**config.mk**
```make
export PLATFORM = sky130hd
export DESIGN_NAME = eulr_angle_fold
export DESIGN_NICKNAME = d
export VERILOG_FILES = /design/src/rtl/eulr_pkg.sv /design/src/rtl/eulr_angle_fold.sv
export SDC_FILE = /design/constraint.sdc
export NUM_CORES = 1
export LEC_CHECK = 0
export ABC_AREA = 1
export BUFFER_PORTS_ARGS = -buffer_cell sky130_fd_sc_hd__clkbuf_2
export CAP_MARGIN = 40
export CORE_MARGIN = 2
export CORE_UTILIZATION = 35
export DETAILED_ROUTE_END_ITERATION = 10
export PLACE_DENSITY = 0.67
export SLEW_MARGIN = 20
export SYNTH_ARGS = -nofsm -noshare
export SYNTH_HDL_FRONTEND = slang
export SYNTH_SLANG_ARGS = --single-unit
```
**constraint.sdc**
```tcl
create_clock -name clk -period 2.6 [get_ports clk]
set_input_delay 0.13 -clock clk [delete_from_list [all_inputs] [get_ports clk]]
set_output_delay 0.13 -clock clk [all_outputs]
set_load 0.03 [all_outputs]
```
**src/rtl/eulr_pkg.sv**
```systemverilog
// Shared types, constants and CORDIC table for the Euler rotate/translate pipeline.
package eulr_pkg;

    localparam int ANGLE_FRAC_BITS = 6;
    localparam int DEG_FRAC        = 24;
    localparam int TRIG_ONE_SHIFT  = 30;
    localparam int MAX_STAGES      = 24;
    localparam int ANG_SHIFT       = DEG_FRAC - ANGLE_FRAC_BITS;

    // reduced angle in input units, wide enough for twice a full turn
    typedef logic signed [17:0] ang_t;
    localparam ang_t FULL_TURN = ang_t'(360 << ANGLE_FRAC_BITS);
    localparam ang_t HALF_TURN = ang_t'(180 << ANGLE_FRAC_BITS);
    localparam ang_t QUARTER   = ang_t'(90 << ANGLE_FRAC_BITS);

    // CORDIC x/y in Q2.30, z in degrees Q24
    typedef logic signed [32:0] cval_t;
    localparam cval_t CORDIC_GAIN = 33'sd652032874;
    localparam cval_t TRIG_ONE    = cval_t'(1) <<< TRIG_ONE_SHIFT;

    typedef logic signed [31:0] trig_t;
    typedef logic signed [32:0] coord_t;
    typedef logic signed [63:0] acc_t;

    localparam acc_t  ROUND_HALF = acc_t'(1) <<< (TRIG_ONE_SHIFT - 1);
    localparam coord_t COORD_LIM = 33'sh0_FFFF_FFFF;

    typedef struct packed {
        cval_t x;
        cval_t y;
        cval_t z;
        logic  neg;
    } cordic_t;

    typedef struct packed {
        trig_t s;
        trig_t c;
    } sc_t;

    function automatic cval_t atan_deg(input int i);
        cval_t r;
        case (i)
            0:  r = 33'sd754974720;
            1:  r = 33'sd445687602;
            2:  r = 33'sd235489089;
            3:  r = 33'sd119537938;
            4:  r = 33'sd60000934;
            5:  r = 33'sd30029717;
            6:  r = 33'sd15018523;
            7:  r = 33'sd7509720;
            8:  r = 33'sd3754917;
            9:  r = 33'sd1877466;
            10: r = 33'sd938734;
            11: r = 33'sd469367;
            12: r = 33'sd234684;
            13: r = 33'sd117342;
            14: r = 33'sd58671;
            15: r = 33'sd29335;
            16: r = 33'sd14668;
            17: r = 33'sd7334;
            18: r = 33'sd3667;
            19: r = 33'sd1833;
            20: r = 33'sd917;
            21: r = 33'sd458;
            22: r = 33'sd229;
            23: r = 33'sd115;
            default: r = '0;
        endcase
        return r;
    endfunction

    // clamp to [-1, 1] in Q2.30, then apply the quadrant sign
    function automatic trig_t trig_out(input cval_t v, input logic neg);
        cval_t t;
        t = (v > TRIG_ONE) ? TRIG_ONE : ((v < -TRIG_ONE) ? -TRIG_ONE : v);
        if (neg)
        begin
            t = -t;
        end
        return t[31:0];
    endfunction

endpackage

```
**src/rtl/eulr_angle_fold.sv**
```systemverilog
// Angle reduction to one turn and quadrant fold into the CORDIC range.
module eulr_angle_fold import eulr_pkg::*; (
    input  logic               clk,
    input  logic               en,
    input  logic signed [15:0] angle,
    output cordic_t            lane
);
    cordic_t lane_reg, lane_next;
    ang_t    a, r;
    logic    neg;

    always_comb
    begin
        a   = ang_t'(angle);
        neg = 1'b0;
        if (a < 0)
        begin
            r = (a < -FULL_TURN) ? a + FULL_TURN + FULL_TURN : a + FULL_TURN;
        end
        else if (a >= FULL_TURN)
        begin
            r = a - FULL_TURN;
        end
        else
        begin
            r = a;
        end
        if (r >= HALF_TURN)
        begin
            r = r - FULL_TURN;
        end
        if (r > QUARTER)
        begin
            r   = r - HALF_TURN;
            neg = 1'b1;
        end
        else if (r < -QUARTER)
        begin
            r   = r + HALF_TURN;
            neg = 1'b1;
        end
        lane_next.x   = CORDIC_GAIN;
        lane_next.y   = '0;
        lane_next.z   = cval_t'(r) <<< ANG_SHIFT;
        lane_next.neg = neg;
    end

    always_ff @(posedge clk)
    begin
        if (en)
        begin
            lane_reg <= lane_next;
        end
    end

    assign lane = lane_reg;
endmodule

```
# ---- Yosys cells after proc, flatten, opt, wreduce, memory -nomap -nowiden
# Index checks and enable logic that the tools add are counted.
dict set report totals {
  regBits 16
  input_bits 18
  out_inout_bits 100
  wordCells 21
}
dict set report op_classes {
  add_sub_neg 6
  order_cmp 6
  mux 7
}
# op count
set op_table {}
lappend op_table {{two-way mux 18 bit} 4}
lappend op_table {{two-way mux 15 bit} 2}
lappend op_table {{adder 18 x 16 -> 18 bit (second input constant)} 1}
lappend op_table {{greater-or-equal comparator 18 x 15 -> 1 bit (second input constant)} 1}
lappend op_table {{greater-than comparator 18 x 14 -> 1 bit (second input constant)} 1}
lappend op_table {{less-than comparator 18 x 14 -> 1 bit (second input constant)} 1}
lappend op_table {{subtractor 18 x 16 -> 18 bit (second input constant)} 1}
lappend op_table {{adder 16 x 16 -> 17 bit (second input constant)} 1}
lappend op_table {{subtractor 16 x 16 -> 17 bit (second input constant)} 1}
lappend op_table {{greater-or-equal comparator 16 bit (second input constant)} 1}
lappend op_table {{less-than comparator 16 x 1 -> 1 bit (second input constant)} 1}
lappend op_table {{less-than comparator 16 bit (second input constant)} 1}
lappend op_table {{adder 15 bit (second input constant)} 1}
lappend op_table {{subtractor 15 bit (second input constant)} 1}
lappend op_table {{two-way mux 1 bit} 1}

# ---- Depth between registers and ports, before layout
dict set report depth {
  depth_word 9
  depth_mapped 30
  ltp_nobuf 30
}

# ---- Worst setup path before layout
# OpenSTA, ideal clock, no wires.
dict set report synth_path {
  kind {input port to flip-flop}
  start {input angle[9]}
  end {register lane_reg, in the netlist lane[28], data pin}
  setup_ps 252
  arrival_ps 2531
  required_ps 2348
  slack_ps -183
  path_stages 29
  path_buffers 0
  path_cell_list {inv_1 > ha_1 > o21ai_2 > nand3_2 > nand2_2 > nand2_1 > nand2_1 > nand2_2 > nand2_4 > nand2_1 > clkinv_1 > nand4_2 > nand2_4 > nand2_4 > nand2_1 > nand2_1 > inv_1 > ha_1 > a21oi_1 > nor2_1 > nand2_1 > nand2_1 > nand2_1 > nand2_2 > nand2_4 > nand2_4 > inv_2 > nand2_1 > nand2_1}
}
dict set report synth_between {
  elab_chain_cells 9
  word_cells_on_any_way 18
  cone_classes {add/sub: 6; order compare: 6; mux: 6}
}
# item line
set synth_rtl {}
lappend synth_rtl {{start, declared} eulr_angle_fold.sv:5} ;# input logic signed [15:0] angle,
lappend synth_rtl {{adder 16 x 16 -> 17 bit} eulr_angle_fold.sv:18} ;# r = (a < -FULL_TURN) ? a + FULL_TURN + FULL_TURN : a + FULL_TURN;
lappend synth_rtl {{adder 18 x 16 -> 18 bit} eulr_angle_fold.sv:18}
lappend synth_rtl {{two-way mux 18 bit} eulr_angle_fold.sv:18}
lappend synth_rtl {{two-way mux 18 bit *} eulr_angle_fold.sv:16} ;# if (a < 0)
lappend synth_rtl {{subtractor 18 x 16 -> 18 bit / greater-or-equal comparator 18 x 15 -> 1 bit (equally long branches)} {eulr_angle_fold.sv:30, eulr_angle_fold.sv:28}}
lappend synth_rtl {{two-way mux 18 bit *} eulr_angle_fold.sv:28} ;# if (r >= HALF_TURN)
lappend synth_rtl {{adder 15 bit / less-than comparator 18 x 14 -> 1 bit (equally long branches)} {eulr_angle_fold.sv:39, eulr_angle_fold.sv:37}}
lappend synth_rtl {{two-way mux 15 bit} eulr_angle_fold.sv:37} ;# else if (r < -QUARTER)
lappend synth_rtl {{two-way mux 15 bit *} eulr_angle_fold.sv:32} ;# if (r > QUARTER)
lappend synth_rtl {{via r[9]} eulr_angle_fold.sv:9} ;# ang_t a, r;
lappend synth_rtl {{end signal, assigned} eulr_angle_fold.sv:52} ;# lane_reg <= lane_next;
lappend synth_rtl {{end, declared} eulr_angle_fold.sv:8} ;# cordic_t lane_reg, lane_next;
# The timed path passes the listed nets; every way through them passes the cells marked *.
# A chain may end at the register's enable or synchronous reset.

# ---- Worst setup path after layout
dict set report layout_path {
  start {input angle[10]}
  end {register lane_reg, in the netlist lane[0], data pin}
}
dict set report layout_between {
  elab_chain_cells 8
  word_cells_on_any_way 15
  cone_classes {add/sub: 4; order compare: 6; mux: 5}
}
# item line
set layout_rtl {}
lappend layout_rtl {{adder 16 x 16 -> 17 bit} eulr_angle_fold.sv:18}
lappend layout_rtl {{adder 18 x 16 -> 18 bit} eulr_angle_fold.sv:18}
lappend layout_rtl {{two-way mux 18 bit} eulr_angle_fold.sv:18}
lappend layout_rtl {{two-way mux 18 bit *} eulr_angle_fold.sv:16}
lappend layout_rtl {{subtractor 18 x 16 -> 18 bit / greater-or-equal comparator 18 x 15 -> 1 bit (equally long branches)} {eulr_angle_fold.sv:30, eulr_angle_fold.sv:28}}
lappend layout_rtl {{two-way mux 18 bit *} eulr_angle_fold.sv:28}
lappend layout_rtl {{less-than comparator 18 x 14 -> 1 bit} eulr_angle_fold.sv:37}
lappend layout_rtl {{two-way mux 1 bit} eulr_angle_fold.sv:37}
# Mark *: on every way between the ends. The rest lies on a longest branch, timed or not.

==> impl_metrics.toml <==
[cells_and_area]
num-nets-final = 510
antenna_cells = 0
largest_reg_flops = 16
drive_above_1_share_pct = 38.8
fin_cells = 583
area_growth_pct = 30.9
final_util_pct = 47.0

[floorplanning]
core_area_sq_um = 7180
die_w_microns = 89.8
row_count = 31
ios = 118
initial_core_util_pct = 35.9
die-height_microns = 89.8
die_area_sq_um = 8060

[routing]
drt-initial-drc-count = 77
routedWlPerCell_microns = 9.98
drtPass1Iterations = 4
ant_nets = 0
drt_wl_total_microns = 5820
drc = 0
drt-vias-per-instance = 4.16
vias = 2425

[clocking]
htreeDepth = 1
cts_buffer_depth = 2
clock-sinks = 16
cts_tree = "built"
clockRootBuffer = "clkbuf_8"
path_clk_slew_ns = 0.06
cts_buffers = 3
cts_hold_buffers = 0

[critical_path]
worst_setup_path_end_kind = "flip-flop"
path_class = "input port to flip-flop"
worstPathMaxFanout = 8
critPathSlowestCell = "o21a_1"
crit_path_max_incr_delay_ns = 0.18
crit_path_start_kind = "input port"
critPathArrivalTime_ns = 2.71
critPathRequiredTime_ns = 2.61

[pwr]
powerDensity_nw_per_um2 = 533
total_power_mw = 1.80
clkPwrFrac_pct = 10.5
p_leak_nw = 1.83
seqPwrFrac_pct = 20.7
ir_worst_vdd_mv = 0.164
switchingPower_mw = 0.890
p_sw_share_pct = 49.5
p_int_mw = 0.906
pwr-share-comb_pct = 68.8

[sta]
maxSlewViolCount = 0
final.setup.tns_ns = -0.555
hold_ws_ns = 0.0721
period_share_pct = 104
rsz0062_at_grt = "yes"
setup_viol = 8
timing.final.crit_period_ns = 2.70
layout_setup_ws_ns = -0.0957
hold_violations = 0
max_freq_mhz = 371

[placement]
portBuffers = 33
place_hpwl_microns = 4750
placed_cells = 569
gp_congestion = 0.867

[synth]
syn_area_per_cell_sq_um = 6.74
synthTopCellsByArea = "buf_4 26%, edfxtp_1 19%, nand2_1 15%, nand3_1 6.8%, inv_1 3.8%"
yosysUniqueCellTypes = 33
yosysTopAreaCell = "buf_4"
yosysSeqAreaShare_pct = 18.6
yosys_warnings = 0
synth_top_area_share_pct = 25.6
syn_area_sq_um = 2580
ys_ff_latch = 16
syn_inst = 382

[min_path]
hold_path.class = "input port to flip-flop"

[grt]
antenna_found_initial = 0
globalRouteTotalUtil_pct = 13.5
grt.overflow.total = 0
grt_pass1_vias = 2172
grt_max_degree = 17
grt_pass1_wl_microns = 9360

[status]
violations = "setup timing"
status = "complete, but fails checks"

[job]
maxCapViolCount = 0
synthesized netlist by cell type (all sizes together):
| master | instances |
|---|---|
| xnor2 | 1 |
| conb | 2 |
| inv | 36 |
| xor2 | 11 |
| buf | 89 |
| a41o | 1 |
| and3 | 1 |
| o21a | 1 |
| o21ai | 10 |
| a21oi | 4 |
| ha | 7 |
| nand4 | 9 |
| nor3 | 1 |
| nand2 | 122 |
| o21bai | 1 |
| edfxtp | 16 |
| nor2 | 30 |
| clkinv | 2 |
| nand3 | 38 |
path summary, 6_finish.rpt:
| check | from | endpoint | slack [ns] | depth (start not counted) |
|---|---|---|---|---|
| min | angle[2] | lane[21] | 0.07 | 1 |
| max | angle[10] | lane[0] | -0.1 | 29 |
stage by stage:
stage               setup WS [ns]  cell area [sq um]
global route               -0.367               3370
finish                    -0.0957               3370
global placement           -0.445               3100
CTS                       -0.0445               3240
detailed placement         -0.516               3100
floorplan                  -0.104               3000
power groups by stage:
stage	clock network, mW	registers, mW	logic, mW
finish	0.189	0.372	1.24
global route	0.198	0.377	1.36
CTS	0.193	0.373	1.19
detailed placement	0	0.379	1.15
global placement	0	0.377	1.13
floorplan	0	0.488	0.807
metal layers:
| metal | track usage, % | vias to the layer above | share of wire [%] |
|---|---|---|---|
| met5 | 0 | - | 0 |
| met1 | 16.2 | 1079 | 39 |
| li1 | - | 1247 | - |
| met3 | 1.42 | 10 | 5.9 |
| met2 | 25.3 | 89 | 53 |
| met4 | 3.97 | 0 | 1.4 |
cells in the final DEF (no fill, tap or decap), types with 4 or more instances in the layout:
master,n
clkbuf_2,31
nand2_2,17
edfxtp_1,16
nand3_2,8
nand2_4,13
nand2_1,92
nor2_4,5
inv_1,18
conb_1,84
nand4_1,8
nand3_1,29
ha_4,5
inv_4,4
nor2_2,4
buf_4,71
xor2_1,10
nor2_1,21
inv_2,13
cell families (layout without fill, tap and decap cells):
kind of cell	Yosys count	in the layout	share of synthesized area, %
and+or+nand+nor	201	201	37.4
buffers and inverters	127	147	31.4
AOI/OAI and AO/OA	17	17	4.42
DFF	16	16	18.6
xor gates and xnor gates	12	12	4.37
adders and majority gates	7	7	3.40
other	2	84	0.292
cell type report:
class                      count  area [sq um]
inverter                      38           174
clock inverter                 1          3.75
multi-input combinational    321          1790
tap                           99           124
sequential                    16           480
fill                         701          3800
timing repair buffer         105           758
clock buffer                   3          41.3
worst max-delay path: cells and delay by family:
family	cells	cell delay, ns
AND/OR/NAND/NOR	20	1.60
adder cells (fa/ha/maj)	2	0.27
buffers and inverters	5	0.41
AO/OA/AOI/OAI	2	0.28
repair_timing:
item	in CTS	in global routing
pin swaps	19	29
gates resized for setup	14	25
setup endpoints to repair	8	8
buffers inserted	4	6
No activity file was read; power rests on OpenSTA's default activity.
