==> config.mk <==
export PLATFORM = sky130hd
export DESIGN_NAME = eulr_cordic_stage
export DESIGN_NICKNAME = d
export VERILOG_FILES = /design/src/rtl/eulr_pkg.sv /design/src/rtl/eulr_cordic_stage.sv
export SDC_FILE = /design/constraint.sdc
export NUM_CORES = 1
export LEC_CHECK = 0
export ABC_AREA = 1
export BUFFER_PORTS_ARGS = -buffer_cell sky130_fd_sc_hd__buf_2
export CORE_AREA = 2 2 174 193
export DETAILED_ROUTE_END_ITERATION = 6
export DIE_AREA = 0 0 176 195
export SLEW_MARGIN = 40
export SYNTH_ARGS = -nofsm -noshare
export SYNTH_HDL_FRONTEND = slang
export SYNTH_SLANG_ARGS = --single-unit
==> constraint.sdc <==
create_clock -name clk -period 2.2 [get_ports clk]
set_input_delay 0.33 -clock clk [delete_from_list [all_inputs] [get_ports clk]]
set_output_delay 0.33 -clock clk [all_outputs]
set_load 0.01 [all_outputs]
==> src/rtl/eulr_pkg.sv <==
// Shared types, constants and CORDIC table for the Euler rotate/translate pipeline.
package eulr_pkg;

    localparam int ANGLE_FRAC_BITS = 6;
    localparam int DEG_FRAC        = 24;
    localparam int TRIG_ONE_SHIFT  = 30;
    localparam int MAX_STAGES      = 24;
    localparam int ANG_SHIFT       = DEG_FRAC - ANGLE_FRAC_BITS;

    // reduced angle in input units, wide enough for twice a full turn
    typedef logic signed [17:0] ang_t;
    localparam ang_t FULL_TURN = ang_t'(360 << ANGLE_FRAC_BITS);
    localparam ang_t HALF_TURN = ang_t'(180 << ANGLE_FRAC_BITS);
    localparam ang_t QUARTER   = ang_t'(90 << ANGLE_FRAC_BITS);

    // CORDIC x/y in Q2.30, z in degrees Q24
    typedef logic signed [32:0] cval_t;
    localparam cval_t CORDIC_GAIN = 33'sd652032874;
    localparam cval_t TRIG_ONE    = cval_t'(1) <<< TRIG_ONE_SHIFT;

    typedef logic signed [31:0] trig_t;
    typedef logic signed [32:0] coord_t;
    typedef logic signed [63:0] acc_t;

    localparam acc_t  ROUND_HALF = acc_t'(1) <<< (TRIG_ONE_SHIFT - 1);
    localparam coord_t COORD_LIM = 33'sh0_FFFF_FFFF;

    typedef struct packed {
        cval_t x;
        cval_t y;
        cval_t z;
        logic  neg;
    } cordic_t;

    typedef struct packed {
        trig_t s;
        trig_t c;
    } sc_t;

    function automatic cval_t atan_deg(input int i);
        cval_t r;
        case (i)
            0:  r = 33'sd754974720;
            1:  r = 33'sd445687602;
            2:  r = 33'sd235489089;
            3:  r = 33'sd119537938;
            4:  r = 33'sd60000934;
            5:  r = 33'sd30029717;
            6:  r = 33'sd15018523;
            7:  r = 33'sd7509720;
            8:  r = 33'sd3754917;
            9:  r = 33'sd1877466;
            10: r = 33'sd938734;
            11: r = 33'sd469367;
            12: r = 33'sd234684;
            13: r = 33'sd117342;
            14: r = 33'sd58671;
            15: r = 33'sd29335;
            16: r = 33'sd14668;
            17: r = 33'sd7334;
            18: r = 33'sd3667;
            19: r = 33'sd1833;
            20: r = 33'sd917;
            21: r = 33'sd458;
            22: r = 33'sd229;
            23: r = 33'sd115;
            default: r = '0;
        endcase
        return r;
    endfunction

    // clamp to [-1, 1] in Q2.30, then apply the quadrant sign
    function automatic trig_t trig_out(input cval_t v, input logic neg);
        cval_t t;
        t = (v > TRIG_ONE) ? TRIG_ONE : ((v < -TRIG_ONE) ? -TRIG_ONE : v);
        if (neg)
        begin
            t = -t;
        end
        return t[31:0];
    endfunction

endpackage

==> src/rtl/eulr_cordic_stage.sv <==
// One registered micro-rotation of the rotation-mode CORDIC.
module eulr_cordic_stage import eulr_pkg::*; #(
    parameter int STAGE = 0
) (
    input  logic    clk,
    input  logic    en,
    input  cordic_t din,
    output cordic_t dout
);
    cordic_t dout_reg, dout_next;
    cval_t   dx, dy, at;

    always_comb
    begin
        dx        = din.y >>> STAGE;
        dy        = din.x >>> STAGE;
        at        = atan_deg(STAGE);
        dout_next = din;
        if (din.z >= 0)
        begin
            dout_next.x = din.x - dx;
            dout_next.y = din.y + dy;
            dout_next.z = din.z - at;
        end
        else
        begin
            dout_next.x = din.x + dx;
            dout_next.y = din.y - dy;
            dout_next.z = din.z + at;
        end
    end

    always_ff @(posedge clk)
    begin
        if (en)
        begin
            dout_reg <= dout_next;
        end
    end

    assign dout = dout_reg;
endmodule

# After elaboration in Yosys (flattened, before gate mapping)
# Cells that the tools add are included.
[totals]
ff_bits = 100
input_bits = 102
output_inout_bits = 100
elab_cells = 11
[op_classes]
add_sub_neg = 5
order_cmp = 1
mux = 1
[ops]
columns = ["op", "count"]
rows = [
  ["99-bit two-way mux", 1],
  ["33-bit subtractor", 2],
  ["33-bit by 31-bit adder with 33-bit output (second input constant)", 1],
  ["33-bit adder", 1],
  ["33-bit by 1-bit >= comparator with 1-bit output (second input constant)", 1],
  ["33-bit by 31-bit subtractor with 33-bit output (second input constant)", 1],
]

# Longest topological paths before layout
# Gate-level depths: netlist (run 1).
[depth]
depth_word = 2
mapped_depth = 17
depth_no_buf = 16

# Worst setup path after synthesis (run 1)
# Ideal clock, no wire load.
[synth_path]
path_kind = "in2reg"
start = "input din[33] in the netlist's numbering"
end = "register dout_reg, in the netlist dout[32] (data pin)"
setup_time_ps = 257
arrival_time_ps = 1918
required_time_ps = 1943
slack_ps = 24
stages = 10
path_buffers = 2
path_cell_list = "clkbuf_1 clkinv_1 buf_2 ha_1 a21o_1 a21oi_1 nor2_1 o21ai_0 nand2_1 xor2_1"
[synth_lines]
columns = ["item", "line_no", "text"]
rows = [
  ["start: declaration", "eulr_cordic_stage.sv:7", "input cordic_t din,"],
  ["end signal: assignment", "eulr_cordic_stage.sv:37", "dout_reg <= dout_next;"],
  ["end: declaration", "eulr_cordic_stage.sv:10", "cordic_t dout_reg, dout_next;"],
]

==> impl_metrics.json, run 1 <==
{
  "status": "complete, no violations",
  "grt_start_max_net_pins": 70,
  "rows": 69,
  "largest_register_ffs": 99,
  "antenna_cells": 0,
  "wl_per_cell_um": 15.0,
  "cap_viol_max_count": 0,
  "root_buffer": "clkbuf_16",
  "cts.path.max_buffers": 2,
  "synthTopCellsByArea": "edfxtp_1 (27%), nand2_1 (22%), ha_1 (13%)",
  "drive_above_1_share_pct": 24.2,
  "synthMuxAreaShare_pct": 0,
  "overflow": 0,
  "die_y_um": 195,
  "switching_share_pct": 38.8,
  "combPwrFrac_pct": 43.8,
  "layout_setup_ws_ns": 0.0938,
  "instances_no_fill": 2598,
  "core_area_mm2": 0.0322,
  "vdd.ir_drop.worst_mv": 0.339,
  "synthCells": 1756,
  "pwr-share-seq_pct": 32.4,
  "p_per_area_mw_per_mm2": 519,
  "holdPathStages": 1,
  "ys.flop_type": "edfxtp_1",
  "synth_common_cells": "nand2_1 (644), inv_1 (343), nand3_1 (162)",
  "clk_pin_slew_ns": 0.09,
  "p_switching_mw": 2.95,
  "synth_seq_area_share_pct": 26.7,
  "antenna_found_initial": 1,
  "min_period_over_period_pct": 95.7,
  "cts.htree.levels": 3,
  "power_mw": 7.59,
  "syn_to_final_growth_pct": 31.3,
  "dr_total_vias": 12200,
  "end_kind": "flop",
  "tns_ns": 0,
  "period_needed_ns": 2.11,
  "ys_seq_elements": 99,
  "postRouteAntennaNets": 0,
  "vias_per_cell": 4.68,
  "gp_congestion": 0.965,
  "synth_top_family_by_area": "simple AND/OR/NAND/NOR gates",
  "synthMostInstantiatedCell": "nand2_1",
  "cts_buffers": 9,
  "grt_use_met3_pct": 1.95,
  "slew_viol_final": 0,
  "fillers": 3431,
  "netlist_area_mm2": 0.0111,
  "relSlewSlack_pct": 45.7,
  "hold_end": "dout[17]",
  "max_freq_mhz": 475,
  "hold_path_class": "input port to flop",
  "syn_nets": 1974,
  "met2_usage_pct": 36.6,
  "drt-total-wl_mm": 38.8,
  "setup_violations": 0,
  "yosys.cell_types.count": 35,
  "post-place-ws_ns": -0.271,
  "synth-xor-area-share_pct": 2.36,
  "grt_pass1_wl_mm": 61.1,
  "dpl.cell_count": 2582,
  "drt_first_pass_iters": 5,
  "clkPwrFrac_pct": 23.8,
  "power.internal_mw": 4.64,
  "tightest_slew_ns": 0.815,
  "die_w_um": 176,
  "die_area_mm2": 0.0343,
  "grt_pass1_vias": 11900,
  "drt_iter0_markers": 840,
  "netlist.area_leader.share_pct": 26.7,
  "synth-simple-area-share_pct": 36.0,
  "port_buffers": 201,
  "holdCritStartpoint": "din[17]",
  "cts.sinks": 99,
  "power.leakage_nw": 8.34,
  "critPathLaunchType": "input port",
  "dp_hpwl_mm": 33.0,
  "yosys_warnings": 0,
  "synth_area_leader_cell": "edfxtp_1",
  "grt_busiest_layer": "met2",
  "cts_tree": "yes",
  "synth_area_per_cell_um2": 6.35,
  "start_util_pct": 34.6,
  "synthArstFlopShare_pct": 0,
  "path_class": "input port to flop",
  "synthAdderAreaFrac_pct": 13.3,
  "critPathArrivalTime_ns": 2.21,
  "pin_count": 202,
  "timing.final.hold_violations": 0,
  "worstPathRequired_ns": 2.31,
  "synth_edf_count": 99,
  "synth_compound_area_share_pct": 7.20,
  "drc": 0,
  "final_util_pct": 45.5,
  "final_nets": 2385,
  "crit_fanout": 8,
  "grt_use_total_pct": 22.8,
  "rsz0062_at_grt": "false",
  "met1_usage_pct": 31.7
}
-- placed cells by master (no fill, tap or decap), drive strengths merged --
cell and n:
ha 112, o21a 4, buf 444, a21o 1, inv 357, nor4 1
a31oi 4, nand3 162, fa 4, and3 2, o31ai 2, o21bai 13
nor2 115, clkbuf 9, nand3b 1, o21ai 39, nand4 16, xor2 29
xnor2 1, a21oi 79, edfxtp 99, clkinv 3, nor3 9, o22ai 4
nand2 661, bufinv 1
-- logic make-up after synthesis --
group                    after synthesis
AO/OA/AOI/OAI                        146
adder cells (fa/ha/maj)              116
AND/OR/NAND/NOR                      967
flip-flops                            99
XOR/XNOR                              30
buffers and inverters                398
-- timing repair --
action / in CTS / in global routing
hold buffers: 0 / 0
resized for setup: 0 / 16
setup endpoints to repair: 0 / 23
buffers inserted: 0 / 0
-- worst max-delay path by stage --
stage,startpoint,end,cells past startpoint
6_report,din[38],dout[97],14
5_1_grt,din[40],dout[63],14
4_1_cts,din[38],dout[97],15
3_5_place_dp,din[34],dout[52],13
3_3_place_gp,din[59],dout[97],12
2_1_floorplan,din[33],dout[32],10
-- routing by layer --
layer,share of wire [%],vias up
met3,5.7,67
met5,0,-
li1,-,6237
met2,44,391
met1,47,5458
met4,3.6,0
-- worst max-delay path, stage by stage --
cell and delay [ns]:
buf_2 0.10, inv_1 0.05, ha_1 0.49, nand2_2 0.15
nor2_2 0.21, nand2_1 0.10, nand3_1 0.13, nand2_1 0.14
nand2_2 0.13, nand2_1 0.09, nand2_1 0.08, nand2_1 0.05
nand3_1 0.05, nand2_1 0.10
-- metrics by stage --
step,hold slack (ns),instance area [µm²]
after floorplan,0.429,11100
after global placement,0.506,14300
after detailed placement,0.508,14300
after CTS,0.110,14600
after global routing,0.114,14600
final,0.125,14600
-- final cells by class --
cell class | count | area (µm²) | share of cell area (%)
Clock buffer | 9 | 225 | 1.54
Clock inverter | 7 | 103 | 0.701
Inverter | 354 | 1330 | 9.08
Multi-Input combinational cell | 1259 | 6600 | 45.1
Sequential cell | 99 | 2970 | 20.3
Tap cell | 426 | 533 | 3.64
Timing Repair Buffer | 444 | 2870 | 19.6
-- power by group through the flow --
stage	clock network (mW)	logic [mW]	registers, mW
floorplan	0	1.66	2.62
global placement	0	3.25	2.50
detailed placement	0	3.28	2.51
CTS	1.85	3.29	2.47
global route	1.90	3.70	2.49
finish	1.80	3.32	2.46
(Power assumes the default switching activity.)
==> inputs of run 2 (changes only) <==
Settings changed: CORE_AREA 2 2 174 193 to 2 2 163 181, DIE_AREA 0 0 176 195 to 0 0 165 183.
==> run 2 against run 1 <==
  * Clock power is 9% lower
  * Sequential power barely moved
  * Sequential share of layout area rose by 0.38 points
  * Critical path type unchanged
==> impl_metrics.json, run 2 (synthesized netlist as in run 1, its figures left out) <==
{
  "min_period_over_period_pct": 92.6,
  "drt_first_pass_iters": 7,
  "cts.sinks": 99,
  "dr_total_vias": 11900,
  "path_class": "input port to flop",
  "grt_pass1_vias": 11100,
  "cts.path.max_buffers": 2,
  "setup_violations": 0,
  "final_nets": 2363,
  "die_area_mm2": 0.0302,
  "cts_hold_buf": 0,
  "slew_viol_final": 0,
  "grt_use_total_pct": 24.3,
  "worstPathRequired_ns": 2.32,
  "drt-total-wl_mm": 36.6,
  "layout_common_cells": "nand2_1 (642), inv_1 (343), buf_4 (218)",
  "instances_no_fill": 2518,
  "final_common_cell": "nand2_1",
  "dpl.cell_count": 2502,
  "die_w_um": 165,
  "timing.final.hold_violations": 0,
  "relSlewSlack_pct": 47.6,
  "end_kind": "flop",
  "post-place-ws_ns": -0.213,
  "vias_per_cell": 4.74,
  "antenna_cells": 0,
  "cts_buffers": 9,
  "p_per_area_mw_per_mm2": 512,
  "dp_hpwl_mm": 31.3,
  "vdd.ir_drop.worst_mv": 0.492,
  "drt_iter0_markers": 809,
  "critPathLaunchType": "input port",
  "syn_to_final_growth_pct": 28.9,
  "status": "complete, no violations",
  "grt_pass1_wl_mm": 56.8,
  "rows": 65,
  "clk_pin_slew_ns": 0.09,
  "critPathArrivalTime_ns": 2.16,
  "drive_above_1_share_pct": 23.3,
  "root_buffer": "clkbuf_16",
  "overflow": 0,
  "hold_path_class": "input port to flop",
  "core_area_mm2": 0.0284,
  "design_area_mm2": 0.0144,
  "antenna_found_initial": 0,
  "drc": 0,
  "cts_tree": "yes",
  "start_util_pct": 39.3,
  "largest_register_ffs": 99,
  "crit_fanout": 8,
  "cts.htree.levels": 3,
  "postRouteAntennaNets": 0,
  "cap_viol_max_count": 0,
  "pin_count": 202,
  "place_area_mm2": 0.0140,
  "period_needed_ns": 2.04,
  "power.leakage_nw": 8.22,
  "grt_start_max_net_pins": 70,
  "tightest_slew_ns": 0.786,
  "rsz0062_at_grt": "false",
  "max_freq_mhz": 491,
  "wl_per_cell_um": 14.5,
  "final_util_pct": 50.6,
  "gp_congestion": 0.961,
  "die_y_um": 183,
  "layout_setup_ws_ns": 0.162,
  "power_mw": 7.36,
  "port_buffers": 201
}
run 2: power breakdown:
group | leakage (nW) | total (mW) | switching (mW) | internal [mW]
registers | 0.968 | 2.46 | 0.0745 | 2.38
clock network | 0.138 | 1.64 | 0.842 | 0.799
logic | 7.11 | 3.26 | 1.95 | 1.30
total | 8.22 | 7.36 | 2.87 | 4.49
run 2: what timing repair did:
item                                    in CTS  in global routing
endpoints found under the setup margin       0                 11
gates resized for setup                      0                 12
hold endpoints to repair                     0                  0
buffers inserted                             0                  0
run 2: critical path, stage by stage:
cell and delay (ns):
buf_2 0.09, inv_1 0.04, ha_1 0.51, nand2_2 0.12, nor2_2 0.15, inv_1 0.09
nor3_2 0.13, nand2_1 0.11, nand2_1 0.21, nand2_1 0.12, nand2_1 0.09, nand2_1 0.05
nand3_1 0.06, nand2_1 0.06
run 2: path summary, 6_finish.rpt:
check,from,end,slack [ns],depth (start not counted)
max,din[44],dout[98],0.16,14
min,din[24],dout[24],0.13,1
run 2: layout make-up:
| cell class | count | area [µm²] |
|---|---|---|
| fill | 2932 | 14000 |
| multi-input combinational | 1259 | 6590 |
| sequential | 99 | 2970 |
| timing repair buffer | 422 | 2720 |
| inverter | 354 | 1330 |
| tap | 368 | 460 |
| clock buffer | 9 | 225 |
| clock inverter | 7 | 68.8 |
run 2: metal layers:
metal  vias up  part of all wire, %  GRT usage, %  routed length, µm
met3        53                  6.2          2.15               2280
met5         -                    0             0                  0
li1       6189                    -             -                  -
met4         0                  3.1          8.73               1150
met1      5319                   47          33.9              17100
met2       372                   44          39.2              16000
run 2: through the flow:
| step | TNS (ns) | hold slack, ns |
|---|---|---|
| 3_3_place_gp | -5.87 | 0.507 |
| 6_report | 0 | 0.130 |
| 3_5_place_dp | -6.04 | 0.508 |
| 5_1_grt | 0 | 0.125 |
| 4_1_cts | 0 | 0.125 |
| 2_1_floorplan | 0 | 0.429 |
==> inputs of run 3 (changes only) <==
Settings changed: CELL_PAD_IN_SITES_DETAIL_PLACEMENT set to 0, CELL_PAD_IN_SITES_GLOBAL_PLACEMENT set to 1, CORE_AREA 2 2 163 181 to 2 2 171 190, DIE_AREA 0 0 165 183 to 0 0 173 192, PLACE_DENSITY_LB_ADDON set to 0.1.
==> run 3 against run 2 <==
  * Global-route usage is 1.2 points higher
  * Critical path depth is 1 higher
  * Largest power group unchanged
  * Critical endpoint is now dout[64]
  * Sequential share of layout area is 0.70 points lower
==> impl_metrics.json, run 3 (synthesized netlist as in run 1, its figures left out) <==
{
  "status": "complete, no violations",
  "cts_buffers": 9,
  "critPathLaunchType": "input port",
  "root_buffer": "clkbuf_16",
  "max_freq_mhz": 468,
  "grt_pass1_wl_mm": 64.8,
  "design_area_mm2": 0.0149,
  "power_mw": 7.67,
  "combPwrFrac_pct": 45.4,
  "vias_per_cell": 4.63,
  "path_class": "input port to flop",
  "grt_use_met3_pct": 2.77,
  "slew_viol_final": 0,
  "hold_path_class": "input port to flop",
  "layout_common_cells": "nand2_1 (642), inv_1 (343), buf_4 (268)",
  "cts.path.max_buffers": 2,
  "gp_congestion": 0.916,
  "wl_per_cell_um": 16.2,
  "drc": 0,
  "pin_count": 202,
  "pwr-share-seq_pct": 32.1,
  "largest_register_ffs": 99,
  "switching_share_pct": 39.9,
  "instances_no_fill": 2620,
  "worstPathRequired_ns": 2.34,
  "timing.final.hold_violations": 0,
  "clk_pin_slew_ns": 0.09,
  "setup_violations": 0,
  "syn_to_final_growth_pct": 33.4,
  "dp_hpwl_mm": 36.3,
  "met2_usage_pct": 46.0,
  "clkPwrFrac_pct": 22.5,
  "cap_viol_max_count": 0,
  "postRouteAntennaNets": 0,
  "overflow": 0,
  "die_y_um": 192,
  "antenna_cells": 0,
  "start_util_pct": 35.8,
  "dr_total_vias": 12100,
  "grt_busiest_layer": "met2",
  "critPathArrivalTime_ns": 2.27,
  "relSlewSlack_pct": 48.2,
  "grt_use_total_pct": 25.6,
  "die_area_mm2": 0.0332,
  "die_w_um": 173,
  "antenna_found_initial": 0,
  "whs_ns": 0.135,
  "post-place-ws_ns": -0.386,
  "port_buffers": 201,
  "met1_usage_pct": 31.8,
  "place_area_mm2": 0.0145,
  "power.internal_mw": 4.61,
  "grt_pass1_vias": 11900,
  "core_area_mm2": 0.0311,
  "vdd.ir_drop.worst_mv": 0.353,
  "cts_tree": "yes",
  "post_cts_buffers": 0,
  "rows": 68,
  "drt_iter0_markers": 699,
  "cts.htree.levels": 3,
  "cts.sinks": 99,
  "crit_fanout": 3,
  "dpl.cell_count": 2604,
  "rsz0062_at_grt": "true",
  "period_needed_ns": 2.14,
  "p_per_area_mw_per_mm2": 516,
  "final_common_cell": "nand2_1",
  "end_kind": "flop",
  "power.leakage_nw": 8.47,
  "min_period_over_period_pct": 97.1,
  "final_nets": 2413,
  "cts_hold_buf": 0,
  "p_switching_mw": 3.06,
  "grt_start_max_net_pins": 72,
  "drive_above_1_share_pct": 25.5,
  "drt_first_pass_iters": 5,
  "drt-total-wl_mm": 42.4,
  "tightest_slew_ns": 0.777,
  "layout_setup_ws_ns": 0.0638
}
run 3: critical path, stage by stage:
cell	delay, ns
buf_2	0.11
inv_1	0.04
ha_1	0.22
fa_1	0.41
inv_1	0.10
buf_4	0.16
nand2_1	0.09
nand3_1	0.16
nand2_1	0.14
nand2_2	0.17
nand2_1	0.09
nand2_1	0.07
nand2_1	0.04
nand3_1	0.06
nand2_1	0.08
run 3: power groups by stage:
stage               Sequential (mW)  Clock, mW  Combinational (mW)
global placement               2.51          0                3.43
detailed placement             2.51          0                3.45
finish                         2.47       1.73                3.48
floorplan                      2.62          0                1.66
global route                   2.49       1.82                3.85
CTS                            2.47       1.77                3.47
run 3: per-stage QoR:
step / util [%] / setup TNS, ns
final: 47.7 / 0
after CTS: 47.5 / 0
after global placement: 46.5 / -10.28
after floorplan: - / 0
after detailed placement: 46.5 / -10.50
after global routing: 47.7 / -0.0258
run 3: layout make-up:
| cell class | instances | area, µm² |
|---|---|---|
| Multi-Input combinational cell | 1259 | 6630 |
| Fill cell | 3421 | 16300 |
| Clock inverter | 7 | 93.8 |
| Timing Repair Buffer | 472 | 3090 |
| Sequential cell | 99 | 2970 |
| Tap cell | 420 | 526 |
| Inverter | 354 | 1330 |
| Clock buffer | 9 | 225 |
run 3: path summary, 6_finish.rpt:
path                start        to  slack (ns)  cells after the start
setup / recovery  din[34]  dout[64]        0.06                     15
hold / removal    din[24]  dout[24]        0.13                      1
run 3: per-layer routing:
layer	part of all wire (%)	up-vias
met3	4.4	62
li1	-	6303
met2	48	317
met4	3.2	0
met1	44	5451
met5	0	-
run 3: timing repair:
action,in CTS,in global routing
endpoints found under the hold margin,0,0
setup endpoints to repair,1,31
resized for setup,1,22
pin swaps,0,1
